===== config.mk =====
export PLATFORM = sky130hd
export DESIGN_NAME = isr_mac
export DESIGN_NICKNAME = d
export VERILOG_FILES = /design/src/rtl/isr_pkg.sv /design/src/rtl/isr_mac.sv
export SDC_FILE = /design/constraint.sdc
export NUM_CORES = 2
export LEC_CHECK = 0
export ABC_AREA = 1
export BUFFER_PORTS_ARGS = -buffer_cell sky130_fd_sc_hd__buf_4
export CAP_MARGIN = 5
export CORE_MARGIN = 3
export CORE_UTILIZATION = 60
export CTS_CLUSTER_SIZE = 20
export DETAILED_ROUTE_END_ITERATION = 8
export GPL_TIMING_DRIVEN = 0
export PLACE_DENSITY_LB_ADDON = 0.08
export RECOVER_POWER = 50
export REMOVE_ABC_BUFFERS = 1
export SLEW_MARGIN = 20
export SYNTH_ARGS = -nofsm -noshare
export SYNTH_HDL_FRONTEND = slang
export SYNTH_SLANG_ARGS = --single-unit

===== constraint.sdc =====
create_clock -name i_clk -period 9.45 [get_ports i_clk]
set_clock_uncertainty 0.05 [all_clocks]
set_input_delay 2.3625 -clock i_clk [delete_from_list [all_inputs] [get_ports i_clk]]
set_output_delay 2.3625 -clock i_clk [all_outputs]
set_load 0.01 [all_outputs]

===== src/rtl/isr_pkg.sv =====
// ----------------------------------------------------------------------------
// isr_pkg
// Types, constants and small tables shared by the stereo reverb step block.
// ----------------------------------------------------------------------------
`default_nettype none
package isr_pkg;

    localparam int unsigned DIV_W   = 32;   // ring position before reduction
    localparam int unsigned MOD_W   = 23;   // work-area size, up to 2^22
    localparam int unsigned A_W     = 22;   // halfword address width
    localparam int unsigned N_ADDR  = 14;
    localparam int unsigned N_RD    = 10;
    localparam int unsigned N_OPS   = 13;
    localparam int unsigned N_WR    = 4;
    localparam logic [21:0] A22_MASK = 22'h3f_ffff;
    localparam logic [21:0] LOW_FILL = 22'h00_ffff;
    localparam int unsigned Q_SHIFT = 15;

    // configuration register indexes
    localparam logic [2:0] REG_AREA_START = 3'd0;
    localparam logic [2:0] REG_AREA_END   = 3'd1;
    localparam logic [2:0] REG_EFFECTS    = 3'd2;
    localparam logic [2:0] REG_IRQ_EN_A   = 3'd3;
    localparam logic [2:0] REG_IRQ_ADR_A  = 3'd4;
    localparam logic [2:0] REG_IRQ_EN_B   = 3'd5;
    localparam logic [2:0] REG_IRQ_ADR_B  = 3'd6;

    // input kinds
    localparam logic KIND_SAMPLE = 1'b0;
    localparam logic KIND_PARAM  = 1'b1;

    // preset word indexes
    localparam logic [4:0] P_APF1_SIZE = 5'd2;
    localparam logic [4:0] P_APF2_SIZE = 5'd3;

    typedef enum logic [3:0] {
        ST_CLEAR,
        ST_IDLE,
        ST_OFS,
        ST_ADDR,
        ST_MODW,
        ST_RD,
        ST_RDW,
        ST_MUL,
        ST_ADD,
        ST_WR,
        ST_DONE
    } t_state;

    // preset word giving the ring offset of address slot k
    function automatic logic [4:0] f_ofs_idx(input logic [3:0] k, input logic r);
        logic [4:0] idx;
        case (k)
            4'd0:    idx = 5'd18 + {4'd0, r};
            4'd1:    idx = 5'd22 + {4'd0, r};
            4'd2:    idx = 5'd22 + {4'd0, r};
            4'd3:    idx = 5'd21 - {4'd0, r};
            4'd4:    idx = 5'd24 + {4'd0, r};
            4'd5:    idx = 5'd24 + {4'd0, r};
            4'd6:    idx = 5'd10 + {4'd0, r};
            4'd7:    idx = 5'd12 + {4'd0, r};
            4'd8:    idx = 5'd14 + {4'd0, r};
            4'd9:    idx = 5'd16 + {4'd0, r};
            4'd10:   idx = 5'd28 + {4'd0, r};
            4'd11:   idx = 5'd28 + {4'd0, r};
            4'd12:   idx = 5'd30 + {4'd0, r};
            4'd13:   idx = 5'd30 + {4'd0, r};
            default: idx = 5'd0;
        endcase
        return idx;
    endfunction

    // address slots read from the work area, in order
    function automatic logic [3:0] f_rd_slot(input logic [3:0] i);
        logic [3:0] s;
        case (i)
            4'd0:    s = 4'd0;
            4'd1:    s = 4'd2;
            4'd2:    s = 4'd3;
            4'd3:    s = 4'd5;
            4'd4:    s = 4'd6;
            4'd5:    s = 4'd7;
            4'd6:    s = 4'd8;
            4'd7:    s = 4'd9;
            4'd8:    s = 4'd10;
            4'd9:    s = 4'd12;
            default: s = 4'd0;
        endcase
        return s;
    endfunction

    // address slots written back: same, cross, apf1, apf2
    function automatic logic [3:0] f_wr_slot(input logic [1:0] i);
        logic [3:0] s;
        case (i)
            2'd0:    s = 4'd1;
            2'd1:    s = 4'd4;
            2'd2:    s = 4'd11;
            default: s = 4'd13;
        endcase
        return s;
    endfunction

    // preset word used as coefficient by each mac step
    function automatic logic [4:0] f_op_pidx(input logic [3:0] op, input logic r);
        logic [4:0] idx;
        case (op)
            4'd0:    idx = {4'd0, r};
            4'd1:    idx = 5'd27;
            4'd2:    idx = 5'd26;
            4'd3:    idx = 5'd27;
            4'd4:    idx = 5'd26;
            4'd5:    idx = 5'd6;
            4'd6:    idx = 5'd7;
            4'd7:    idx = 5'd8;
            4'd8:    idx = 5'd9;
            4'd9:    idx = 5'd4;
            4'd10:   idx = 5'd4;
            4'd11:   idx = 5'd5;
            4'd12:   idx = 5'd5;
            default: idx = 5'd0;
        endcase
        return idx;
    endfunction

    function automatic logic signed [15:0] f_sat16(input logic signed [31:0] v);
        logic signed [15:0] s;
        if (v > 32'sd32767) begin
            s = 16'sh7fff;
        end else if (v < -32'sd32768) begin
            s = 16'sh8000;
        end else begin
            s = v[15:0];
        end
        return s;
    endfunction

endpackage
`default_nettype wire


===== src/rtl/isr_mac.sv =====
// ----------------------------------------------------------------------------
// isr_mac
// Shared q15 multiply unit: registered product, then c1 +/- (a*b >>> 15) - c2.
// ----------------------------------------------------------------------------
`default_nettype none
module isr_mac
    import isr_pkg::*;
(
    input  wire logic               i_clk,
    input  wire logic               i_mul_en,
    input  wire logic signed [31:0] i_a,
    input  wire logic signed [31:0] i_b,
    input  wire logic signed [31:0] i_c1,
    input  wire logic signed [31:0] i_c2,
    input  wire logic               i_neg,
    output logic signed [31:0]      o_res
);

    logic signed [63:0] r_prod;
    logic signed [31:0] r_c1;
    logic signed [31:0] r_c2;
    logic               r_neg;
    logic signed [31:0] w_q;

    always_ff @(posedge i_clk) begin
        if (i_mul_en) begin
            r_prod <= i_a * i_b;
            r_c1   <= i_c1;
            r_c2   <= i_c2;
            r_neg  <= i_neg;
        end
    end

    // arithmetic shift, wrapped to 32 bits
    assign w_q   = r_prod[Q_SHIFT+31:Q_SHIFT];
    assign o_res = r_neg ? (r_c1 - w_q - r_c2) : (r_c1 + w_q - r_c2);

endmodule
`default_nettype wire


Yosys cells after proc, flatten, opt, wreduce, memory -nomap -nowiden --
Cells that the tools add are included. W data, S select, Z words.
Storage, ports and cells: memories kept 0, bits in registers 112, output and inout port bits 32, bits in read-only memories 0, bits of input ports 131, bits in latches 0, memory bits (writable) 0, logic and storage cells 10
Operators by class: shift operators 0, div/mod/pow operators 0, reduce and logical (&&, ||, !) cells 0, multiplexer cells 1, add/subtract/negate cells 4, bitwise gates (word level) 0, order comparisons 0, equality and inequality tests 0, multipliers 1
Operators with widths (count):
- $sub A32 B32 Y32 | 3
- $mul A32 B32 Y47 | 1
- $add A32 B32 Y32 | 1
- $mux W32 | 1

Longest topological paths before layout --
word-level depth 3, depth in mapped cells 34, depth with buffers taken out 32

Worst setup path after synthesis --
No wires, ideal clock.
path kind input-to-reg, from input port i_a[31], to register r_prod[46] (data pin), buffers on the path 2, slack 0.465 ns, stages on the path 26, arrival 8.682 ns, required time 9.147 ns, setup time 0.253 ns, cells stage by stage clkbuf_1 clkbuf_1 nand2_1 fa_1 fa_1 inv_1 fa_1 inv_1 fa_1 inv_1 fa_1 inv_1 fa_1 fa_1 fa_1 inv_1 ha_1 nand2_1 nor3_1 nand2_1 nor4_1 o21ai_0 nand3_1 inv_1 nand3_1 nand2_1
Between the ends: longest elaborated chain between the ends 1
RTL lines:
- from (decl) | RTL line isr_mac.sv:11 | input wire logic signed [31:0] i_a,
- $mul A32 B32 Y47 | RTL line isr_mac.sv:27 | r_prod <= i_a * i_b;
- to (signal assigned) | RTL line isr_mac.sv:27
- to (decl) | RTL line isr_mac.sv:19 | logic signed [63:0] r_prod;
Every way passes these cells. A chain may end at the register's enable or synchronous reset.

Final worst setup path --
from input port i_b[2], to register r_prod[44] (data pin)
Between the ends: longest elaborated chain between the ends 1
RTL lines:
- from (decl) | RTL line isr_mac.sv:12 | input wire logic signed [31:0] i_b,
- $mul A32 B32 Y47 | RTL line isr_mac.sv:27
Every way passes these cells.

==> impl_metrics.tcl <==
set metrics [dict create \
    cp_max_fo 32 \
    synth_fa_ha_area_frac 0.530 \
    cts_tree "yes" \
    hold_buffers 0 \
    failed_checks "max-capacitance violations, max-slew violations" \
    crit_path_end_kind "register" \
    max_cap_viol_count 1 \
    rsz0062_at_grt "true" \
    wl_per_cell_um 17.9 \
    grt_overflow 0 \
    synth_edf_count 97 \
    initial_core_util 0.608 \
    core_um2 63300 \
    async_reset_ff_frac 0 \
    fin_area_um2 40400 \
    die_height_um 259 \
    startpoint_type "input port" \
    antenna_found_initial 1 \
    synth_top_flop_cell "edfxtp_1" \
    grt_max_degree 98 \
    synthToLayoutAreaGrowth_pct 4.95 \
    fin_util 0.639 \
    seq_area_frac_synth 0.0756 \
    clockBufferDepth 2 \
    arrival_ps 9310 \
    max-slew-margin-rel -2.48 \
    num_antenna_cells 0 \
    synth_top_family_by_area "adder cells" \
    drt_wl_total_um 103000 \
    dp_slack_ps -604 \
    status "complete, but fails checks" \
    hold_viol_final 0 \
    drive_above_1_share 0.0378 \
    synth_seq_cells 97 \
    synth_area_um2 38500 \
    synth_mux_area_frac 0.000260 \
    netlist-cell-type-count 37 \
    fmax_mhz 108 \
    rows 92 \
    tns_ps 0 \
    firstDrtPassIters 6 \
    nets 6158 \
    clk_pin_slew_worst_paths_ps 80 \
    io_pins 163 \
    drc 0 \
    drtIter0Drc 2335 \
    fin_ws_ps 193 \
    setup_viol 0 \
    die_area_um2 67300 \
    avgSynthCellArea_um2 7.82 \
    cts_buffers 9 \
    cts-root-buf "clkbuf_16" \
    final_common_cell "inv_1" \
    synth_area_leaders "fa_1, inv_1, nand2_1, edfxtp_1, ha_1" \
    routabilityCongestion 0.966 \
    antenna_left 0 \
    critPathKind "in2reg" \
    grt_util_all_layers 0.323 \
    synthSimpleGateAreaFrac 0.161 \
    worstPathRequired_ps 9500 \
    place_area_um2 40100 \
    final_cell_mix "inv_1, nand2_1, fa_1" \
    synth_compound_area_frac 0.0498 \
    finalMaxSlewViolations 98 \
    grt_pass1_wl_um 170000 \
    yosysWarningCount 0 \
    first_global_vias 31800 \
    synth.top_cell.area_share 0.456 \
    synth-xor-area-share 0.0121 \
    post-route-period-util 0.980 \
    synth_top_area_cell "fa_1" \
    dp_hpwl_um 84500 \
    io_buffers 162 \
    via_per_inst 5.22 \
    post-route-min-period_ps 9260 \
    clock-sinks 97 \
    via_count 30100 \
    postSynthCellCount 4925 \
    ctsHtreeMaxLevel 3 \
    tightestPinTransition_ps 5220 \
    chipWidth_um 259 \
    hold_path.class "in2reg" \
]
==> cell usage after synthesis, types with 2 or more instances <==
master,number
inv_1,1564
nand2_1,1254
fa_1,878
ha_1,228
nor2_1,157
clkbuf_1,154
a21oi_1,145
o21ai_0,113
edfxtp_1,97
nand3_1,97
xor2_1,35
nor3_1,21
a31oi_1,19
a21o_1,18
xnor2_1,18
nand4_1,16
buf_1,14
buf_2,14
o21a_1,13
nand3b_1,12
o21bai_1,11
or2_2,9
o21ai_1,7
a21boi_0,5
and3_1,5
nor4_1,5
o221ai_1,5
o21bai_2,2
==> worst paths after layout <==
path                      from          to  slack (ps)  depth (start not counted)
worst max-delay path    i_b[2]  r_prod[44]         190                         23
worst min-delay path  i_c1[27]    r_c1[27]        2140                          1
==> stage by stage <==
stage               cells  hold WS (ps)
detailed placement   5753          2490
global route         5772          2130
CTS                  5772          2110
floorplan            4743          2410
global placement     5751          2490
finish               5772          2140
==> logic make-up (layout without fill, tap and decap cells) <==
kind of cell / Yosys count / in the layout
AO/OA/AOI/OAI: 344 / 344
XOR/XNOR: 53 / 53
adder cells (fa/ha/maj): 1106 / 1106
buffers and inverters: 1746 / 1747
flip-flops: 97 / 97
multiplexers: 1 / 1
AND/OR/NAND/NOR: 1578 / 1578
==> area by class of cell <==
type	count	area [µm²]
inverter	1564	5870
sequential	97	2910
tap	846	1060
multi-input combinational	3082	29100
fill	5748	22900
clock buffer	9	225
timing repair buffer	167	1240
clock inverter	7	55.1
==> per-layer routing <==
metal / track usage / wire [µm] / up-vias
li1: - / - / 13900
met1: 0.450 / 42800 / 14900
met2: 0.542 / 49700 / 1166
met3: 0.0410 / 7940 / 172
met4: 0.0844 / 3000 / 2
met5: 0 / 13 / -
==> flip-flops by register name (all words and copies together) (netlist names) <==
signal,count
r_prod,32
r_c2,32
r_c1,32
r_neg,1
==> worst max-delay path, stage by stage <==
cell and delay [ps]:
buf_6 260, nand2_1 140, fa_1 520, fa_1 580, inv_1 70, fa_1 610, clkinvlp_4 190, buf_4 200
buf_4 140, fa_1 480, inv_1 60, fa_1 510, fa_1 580, fa_1 440, fa_1 470, ha_1 360
nand2_1 150, inv_1 50, a21oi_1 240, o21ai_0 120, a31oi_1 270, nand4_1 270, xor2_1 210
==> timing repair <==
action / 4_1_cts / 5_1_grt
resized for setup: 6 / 11
setup buffers: 3 / 0
setup endpoints to repair: 1 / 2
Power is left out: the tool's default activity adds up to more than one toggle a clock period on the data nets, which glitch-free logic cannot reach.
