## config.mk

```make
export PLATFORM = sky130hd
export DESIGN_NAME = isr_mod
export DESIGN_NICKNAME = d
export VERILOG_FILES = /design/src/rtl/isr_pkg.sv /design/src/rtl/isr_mod.sv
export SDC_FILE = /design/constraint.sdc
export NUM_CORES = 1
export LEC_CHECK = 0
export BUFFER_PORTS_ARGS = -buffer_cell sky130_fd_sc_hd__buf_2
export CORE_ASPECT_RATIO = 1.5
export CORE_MARGIN = 1.5
export CORE_UTILIZATION = 60
export DETAILED_ROUTE_END_ITERATION = 8
export MAX_ROUTING_LAYER = met4
export PLACE_DENSITY = 0.81
export SETUP_SLACK_MARGIN = 0.15
export SYNTH_ARGS = -nofsm -noshare
export SYNTH_HDL_FRONTEND = slang
export SYNTH_SLANG_ARGS = --single-unit
```

## constraint.sdc

```tcl
create_clock -name i_clk -period 6.6 [get_ports i_clk]
set_input_delay 0.66 -clock i_clk [delete_from_list [all_inputs] [get_ports i_clk]]
set_output_delay 0.66 -clock i_clk [all_outputs]
set_load 0.05 [all_outputs]
```

## src/rtl/isr_pkg.sv

```systemverilog
// ----------------------------------------------------------------------------
// isr_pkg
// Types, constants and small tables shared by the stereo reverb step block.
// ----------------------------------------------------------------------------
`default_nettype none
package isr_pkg;

    localparam int unsigned DIV_W   = 32;   // ring position before reduction
    localparam int unsigned MOD_W   = 23;   // work-area size, up to 2^22
    localparam int unsigned A_W     = 22;   // halfword address width
    localparam int unsigned N_ADDR  = 14;
    localparam int unsigned N_RD    = 10;
    localparam int unsigned N_OPS   = 13;
    localparam int unsigned N_WR    = 4;
    localparam logic [21:0] A22_MASK = 22'h3f_ffff;
    localparam logic [21:0] LOW_FILL = 22'h00_ffff;
    localparam int unsigned Q_SHIFT = 15;

    // configuration register indexes
    localparam logic [2:0] REG_AREA_START = 3'd0;
    localparam logic [2:0] REG_AREA_END   = 3'd1;
    localparam logic [2:0] REG_EFFECTS    = 3'd2;
    localparam logic [2:0] REG_IRQ_EN_A   = 3'd3;
    localparam logic [2:0] REG_IRQ_ADR_A  = 3'd4;
    localparam logic [2:0] REG_IRQ_EN_B   = 3'd5;
    localparam logic [2:0] REG_IRQ_ADR_B  = 3'd6;

    // input kinds
    localparam logic KIND_SAMPLE = 1'b0;
    localparam logic KIND_PARAM  = 1'b1;

    // preset word indexes
    localparam logic [4:0] P_APF1_SIZE = 5'd2;
    localparam logic [4:0] P_APF2_SIZE = 5'd3;

    typedef enum logic [3:0] {
        ST_CLEAR,
        ST_IDLE,
        ST_OFS,
        ST_ADDR,
        ST_MODW,
        ST_RD,
        ST_RDW,
        ST_MUL,
        ST_ADD,
        ST_WR,
        ST_DONE
    } t_state;

    // preset word giving the ring offset of address slot k
    function automatic logic [4:0] f_ofs_idx(input logic [3:0] k, input logic r);
        logic [4:0] idx;
        case (k)
            4'd0:    idx = 5'd18 + {4'd0, r};
            4'd1:    idx = 5'd22 + {4'd0, r};
            4'd2:    idx = 5'd22 + {4'd0, r};
            4'd3:    idx = 5'd21 - {4'd0, r};
            4'd4:    idx = 5'd24 + {4'd0, r};
            4'd5:    idx = 5'd24 + {4'd0, r};
            4'd6:    idx = 5'd10 + {4'd0, r};
            4'd7:    idx = 5'd12 + {4'd0, r};
            4'd8:    idx = 5'd14 + {4'd0, r};
            4'd9:    idx = 5'd16 + {4'd0, r};
            4'd10:   idx = 5'd28 + {4'd0, r};
            4'd11:   idx = 5'd28 + {4'd0, r};
            4'd12:   idx = 5'd30 + {4'd0, r};
            4'd13:   idx = 5'd30 + {4'd0, r};
            default: idx = 5'd0;
        endcase
        return idx;
    endfunction

    // address slots read from the work area, in order
    function automatic logic [3:0] f_rd_slot(input logic [3:0] i);
        logic [3:0] s;
        case (i)
            4'd0:    s = 4'd0;
            4'd1:    s = 4'd2;
            4'd2:    s = 4'd3;
            4'd3:    s = 4'd5;
            4'd4:    s = 4'd6;
            4'd5:    s = 4'd7;
            4'd6:    s = 4'd8;
            4'd7:    s = 4'd9;
            4'd8:    s = 4'd10;
            4'd9:    s = 4'd12;
            default: s = 4'd0;
        endcase
        return s;
    endfunction

    // address slots written back: same, cross, apf1, apf2
    function automatic logic [3:0] f_wr_slot(input logic [1:0] i);
        logic [3:0] s;
        case (i)
            2'd0:    s = 4'd1;
            2'd1:    s = 4'd4;
            2'd2:    s = 4'd11;
            default: s = 4'd13;
        endcase
        return s;
    endfunction

    // preset word used as coefficient by each mac step
    function automatic logic [4:0] f_op_pidx(input logic [3:0] op, input logic r);
        logic [4:0] idx;
        case (op)
            4'd0:    idx = {4'd0, r};
            4'd1:    idx = 5'd27;
            4'd2:    idx = 5'd26;
            4'd3:    idx = 5'd27;
            4'd4:    idx = 5'd26;
            4'd5:    idx = 5'd6;
            4'd6:    idx = 5'd7;
            4'd7:    idx = 5'd8;
            4'd8:    idx = 5'd9;
            4'd9:    idx = 5'd4;
            4'd10:   idx = 5'd4;
            4'd11:   idx = 5'd5;
            4'd12:   idx = 5'd5;
            default: idx = 5'd0;
        endcase
        return idx;
    endfunction

    function automatic logic signed [15:0] f_sat16(input logic signed [31:0] v);
        logic signed [15:0] s;
        if (v > 32'sd32767) begin
            s = 16'sh7fff;
        end else if (v < -32'sd32768) begin
            s = 16'sh8000;
        end else begin
            s = v[15:0];
        end
        return s;
    endfunction

endpackage
`default_nettype wire

```

## src/rtl/isr_mod.sv

```systemverilog
// ----------------------------------------------------------------------------
// isr_mod
// Restoring remainder unit: one dividend bit per cycle.
// ----------------------------------------------------------------------------
`default_nettype none
module isr_mod
    import isr_pkg::*;
(
    input  wire logic             i_clk,
    input  wire logic             i_rst_n,
    input  wire logic             i_start,
    input  wire logic [DIV_W-1:0] i_dividend,
    input  wire logic [MOD_W-1:0] i_modulus,
    output logic                  o_done,
    output logic [A_W-1:0]        o_rem
);

    logic [DIV_W-1:0] r_div;
    logic [MOD_W:0]   r_rem;
    logic [MOD_W:0]   r_mod;
    logic [5:0]       r_cnt;
    logic             r_busy;
    logic             r_done;
    logic [MOD_W:0]   w_try;
    logic [MOD_W:0]   w_next;

    assign w_try  = {r_rem[MOD_W-1:0], r_div[DIV_W-1]};
    assign w_next = (w_try >= r_mod) ? (w_try - r_mod) : w_try;

    always_ff @(posedge i_clk) begin
        if (!i_rst_n) begin
            r_busy <= 1'b0;
            r_done <= 1'b0;
            r_cnt  <= '0;
        end else begin
            r_done <= 1'b0;
            if (i_start) begin
                r_busy <= 1'b1;
                r_cnt  <= '0;
                r_div  <= i_dividend;
                r_rem  <= '0;
                r_mod  <= {1'b0, i_modulus};
            end else if (r_busy) begin
                r_rem <= w_next;
                r_div <= {r_div[DIV_W-2:0], 1'b0};
                r_cnt <= r_cnt + 6'd1;
                if (r_cnt == 6'(DIV_W - 1)) begin
                    r_busy <= 1'b0;
                    r_done <= 1'b1;
                end
            end
        end
    end

    assign o_done = r_done;
    assign o_rem  = r_rem[A_W-1:0];

endmodule
`default_nettype wire

```

; ---- Word level (Yosys, flattened, before mapping)
; Index checks and enable logic that the tools add are counted.
[op_classes]
n_addsub = 2
n_lt_le_gt_ge = 1
eq_ne = 1
n_mux = 8
bitwise_logic = 2
n_reduce_logical = 5
[ops]
columns = op, count
row1 = 2-to-1 mux 32 bit, 2
row2 = 2-to-1 mux 23 bit, 2
row3 = >= comparator 24 x 23 -> 1 bit, 1
row4 = subtractor 23 bit, 1
row5 = adder 6 x 1 -> 6 bit (second input constant), 1
row6 = equality test 6 x 5 -> 1 bit (second input constant), 1
row7 = 2-to-1 mux 1 bit, 4
row8 = AND reduction 2 bit, 2
row9 = OR reduction 3 bit, 1
row10 = NOT 1 bit, 2
row11 = nonzero test 2 bit, 1
row12 = OR reduction 2 bit, 1
[totals]
register_bits = 86
out_inout_bits = 23
word_cells = 25

; ---- Longest topological paths before layout
[depth]
depth_word = 4
ltp_mapped = 12
mapped_depth_nobuf = 10

; ---- Worst setup path after synthesis
; No wires, ideal clock.
[synth_timing]
path_kind = input to register
from = input port i_start
to = register r_div[0], enable pin
setup_time_ns = 0.417
t_arrival_ns = 2.225
required_ns = 6.183
setup_slack_ns = 3.958
cell_stages = 2
n_path_buf = 1
path_cell_list = clkbuf_1 -> o21a_1
[synth_via]
elab_chain_len = 2
[synth_lines]
columns = element, line
row1 = from (decl), isr_mod.sv:11  ; input wire logic i_start,
row2 = nonzero test 2 bit (no source line), -
row3 = AND reduction 2 bit (no source line), -
row4 = to (signal assigned), isr_mod.sv:40  ; r_div <= i_dividend;
row5 = to (signal assigned), isr_mod.sv:45  ; r_div <= {r_div[DIV_W-2:0], 1'b0};
row6 = to (decl), isr_mod.sv:18  ; logic [DIV_W-1:0] r_div;
; No other way between the ends.
; A chain may end at the register's enable or synchronous reset.

; ---- Worst setup path after layout
[layout_timing]
from = register r_div[31]
to = register r_rem[10] (data pin)
[layout_via]
elab_chain_len = 3
word_cells_on_any_way = 4
cone_classes = add/sub: 1 / order compare: 1 / mux: 2
[layout_lines]
columns = element, line
row1 = subtractor 23 bit / >= comparator 24 x 23 -> 1 bit (equally long branches), isr_mod.sv:28  ; assign w_next = (w_try >= r_mod) ? (w_try - r_mod) : w_try;
row2 = 2-to-1 mux 23 bit (*), isr_mod.sv:28
row3 = 2-to-1 mux 23 bit (*), isr_mod.sv:43  ; end else if (r_busy) begin
row4 = to (signal assigned), isr_mod.sv:44  ; r_rem <= w_next;
row5 = to (decl), isr_mod.sv:19  ; logic [MOD_W:0] r_rem;
; Every way passes the cells marked *; elsewhere a longest branch is shown, timed or not. The select of a mux whose other input is x is not followed.

==> results <==
- In this run, synthesis produced a sequential element count of 86.
- The antenna diode count is 0.
- The number of failing hold endpoints at the final stage is 0.
- The hold buffer count at CTS is 0.
- The static power due to leakage is 0.00225 µW.
- In this run the core area contains 39 standard-cell rows.
- The launching element of the worst setup path is r_div[31].
- Of the synthesized area, sequential elements account for 0.518.
- Overall power consumption after layout is estimated at 1530 µW.
- In the final layout, the share of cells above drive strength 1 is 0.273.
- Across the routed clock network, the largest skew measured is 8.21 ps.
- The number of DRC violations after detailed-routing iteration 0 is 191.
- Global routing finished with a remaining overflow of 0.
- The number of global-route vias before repair was 3406.
- Setup violations remaining at the end of the flow were counted as 0.
- The global-route total usage across every layer is 0.240.
- The library cells used most frequently in the layout, excluding fill and tap cells, are sky130_fd_sc_hd__buf_2, sky130_fd_sc_hd__edfxtp_1, sky130_fd_sc_hd__nand2_1, sky130_fd_sc_hd__a21oi_1, sky130_fd_sc_hd__mux2_2.
- The maximum clock rate is 307 MHz.
- The die area is 8610 µm².
- For this run, the number of Yosys warnings is 0.
- The worst-case IR drop observed on VDD is 277 µV.
- Fill cells in the final layout number 604.
- The die extent in x is 76.3 µm.
- Counting every sink on the clock net gives 86.
- The cell sitting at the root of the clock tree is a sky130_fd_sc_hd__clkbuf_16.
- The first global-routing pass estimated 15.5 mm of wire.
- The number of maximum-capacitance violations is 0.
- The number of buffer cells added on primary ports is 80.
- The data required time at the worst endpoint is 6770 ps.
- The run finished with clean final reports.
- At the end of the flow the core is filled with cells to 0.704.
- Detailed placement ended at an HPWL of 6.61 mm.
- The largest net degree at the start of global routing is 58.
- The routed wire length is 9.60 mm.
- The type of element capturing the critical path is a flip-flop.
- The synthesized design spends more area on one cell type than any other, namely sky130_fd_sc_hd__edfxtp_1.
- Data arrives at the worst endpoint at 3420 ps.
- Of the total power, the share spent switching nets is 0.296.
- Of all nets on the critical path, the largest fanout is 25.
- The first-pass detailed-route iteration total is 5.
- In the post-route analysis, the smallest setup slack over all paths is 3350 ps.
- At the end of routability-driven placement, the weighted congestion stood at 0.914.
- The worst setup path is of the flip-flop to flip-flop kind.
- The total number of nets in the final design is 569.
- The height of the die is 113 µm.
- At the pin with the least slew margin, the transition time is 1170 ps.
- The number of cells produced by synthesis is 431.
- Headroom to the max-slew limit came out at 0.220.
- The maximum clock insertion buffer count is 2.
- Post-CTS repair changed the size of 0 cells.
- The share of total power dissipated in sequential elements is 0.436.
- The initial antenna violation count is 0.
- The startpoint kind of the worst setup timing path is a flip-flop.
- The count of nets left with antenna violations once routing finished came out at 0.
- Dividing the detail-routed wire length by the instance count gives 16.2 µm.
- The post-synth design cell area is 4830 µm².
- The clock slew at the register clock pins of the worst setup and hold paths is 70 ps.
- In this run, synthesis inferred 78 flip-flops with an integrated enable.
- In the finished design, the share of the clock period the worst path needs comes to 0.493.
- The most used flip-flop cell after synthesis is sky130_fd_sc_hd__edfxtp_1.
- The number of library cell types mapped by synthesis is 55.
- The number of nets handed over by synthesis was 514.
- In this run the post-CTS setup repair buffer count came out at 0.
- The portion of synthesized cell area occupied by the leading cell type is 0.485.
- Before CTS, the worst setup slack after placement is 3400 ps.
- The clock latency at the later pin of the worst-skew pair is 350 ps.
- The routed layout has 3421 vias.
- The net load switching power is 452 µW.
- The internal power of the cells totals 1080 µW.
- The worst setup path endpoint is r_rem[10].
- The final total negative setup slack is 0 ps.
- The max-slew violation count is 0.
- After synthesis, the cell types taking the most area are sky130_fd_sc_hd__edfxtp_1, sky130_fd_sc_hd__mux2_2, sky130_fd_sc_hd__ha_1, sky130_fd_sc_hd__a21oi_1, sky130_fd_sc_hd__buf_4.
- The worst register-to-register path ends at r_rem[10].
- The final critical delay including setup and external delays is 3250 ps.
- The power share of the clock group is 0.330.
- The effective utilization at floorplan is 0.627.
- Clock tree synthesis inserted a total of 9 buffers.
- After synthesis, the share of flip-flops with an asynchronous set or reset is 0.
- TritonCTS built the clock tree.
- The average instance in the mapped netlist occupies 11.2 µm².
- The library cell used most frequently in the layout, excluding fill and tap cells, is sky130_fd_sc_hd__buf_2.
- In this run the critical register-to-register path is launched from r_div[31].
- The part of the power in combinational logic is 0.235.
- The depth of the most critical reg-to-reg path is 10.
- 81 I/O pins were placed.
- In this run the register-to-register setup slack is 3350 ps.
- For this run, design rule violations remaining after detail routing come to 0.
- The per-cell via count in the routed design is 5.77.
- Setup repair after global routing left no endpoint under its margin.
- After floorplanning, the core was sized to cover 7710 µm².
- The H-tree generated during clock tree synthesis spans 3 levels.
- The power per unit of standard cell area is 281 nW/µm².
- In this run the worst hold path is classified as flip-flop to flip-flop.
- The synthesis-to-finish area growth is 12.4%.
power by group through the flow:
| stage | registers (µW) | clock network (µW) | logic (µW) |
|---|---|---|---|
| finish | 666 | 504 | 359 |
| floorplan | 671 | 0 | 297 |
| CTS | 666 | 510 | 358 |
| global placement | 675 | 0 | 350 |
| detailed placement | 678 | 0 | 355 |
| global route | 670 | 532 | 393 |
worst min path at each step:
stage	from	to	cells past startpoint
after global placement	r_cnt[5]	o_done	1
after global routing	i_modulus[6]	r_mod[6]	1
after CTS	i_modulus[6]	r_mod[6]	1
after detailed placement	r_cnt[5]	o_done	1
after floorplan	r_cnt[5]	o_done	1
final	r_cnt[5]	o_done	1
state kept, by name, summed over array words and instances, names as in the netlist:
name,cells
o_done,1
r_busy,1
r_div,32
r_cnt,6
r_mod,23
r_rem,23
synthesized netlist by cell type (all sizes together) (3+ instances only):
master    n
nand4    10
xnor2     8
nand3     4
and2      6
a21oi    39
o21ai    13
ha       24
mux2     31
buf      28
nor2     19
nand2b    4
nor3      6
a211oi    6
clkbuf   10
a21o     11
o221ai    3
nand2    42
edfxtp   78
or3       7
inv      26
nor2b     3
o21a      9
o2111ai   4
dfxtp     8
xor2      5
a211o     3
critical path, cell delays in order, from the launching register on:
cell and delay (ps):
sky130_fd_sc_hd__edfxtp_1 350, sky130_fd_sc_hd__inv_1 50, sky130_fd_sc_hd__ha_1 220, sky130_fd_sc_hd__fa_1 390, sky130_fd_sc_hd__nand2b_1 200, sky130_fd_sc_hd__a21oi_1 230, sky130_fd_sc_hd__a2bb2oi_1 300, sky130_fd_sc_hd__o21ai_1 130
sky130_fd_sc_hd__nand2_1 660, sky130_fd_sc_hd__nand2_1 250, sky130_fd_sc_hd__o32ai_1 310
cell families after synthesis:
kind of cell	count (synthesis)	synth area share
AOI/OAI and AO/OA	100	0.136
muxes	32	0.0743
buffers and inverters	64	0.0691
DFF	86	0.518
and+or+nand+nor	111	0.113
adders and majority gates	25	0.0663
xor gates and xnor gates	13	0.0236
per-stage QoR:
stage | instances | instance area (µm²) | hold WS, ps
2_1_floorplan | 431 | 4830 | 432
3_3_place_gp | 577 | 5140 | 469
3_5_place_dp | 577 | 5140 | 460
4_1_cts | 593 | 5430 | 478
5_1_grt | 593 | 5430 | 477
6_report | 593 | 5430 | 488
final cells by class:
cell class,count,area (µm²),area share
Clock inverter,6,61.3,0.0113
Sequential cell,86,2500,0.461
Inverter,26,97.6,0.0180
Clock buffer,10,229,0.0422
Multi-Input combinational cell,281,2000,0.368
Tap cell,102,128,0.0235
Timing Repair Buffer,82,415,0.0765
metal layers:
metal | vias to the layer above | share of wire | track usage
met1 | 1613 | 0.42 | 0.278
met4 | 0 | 0.027 | 0.140
li1 | 1679 | - | -
met5 | - | 0 | -
met3 | 17 | 0.043 | 0.0395
met2 | 112 | 0.51 | 0.396
Power figures use the tool's default switching activity.
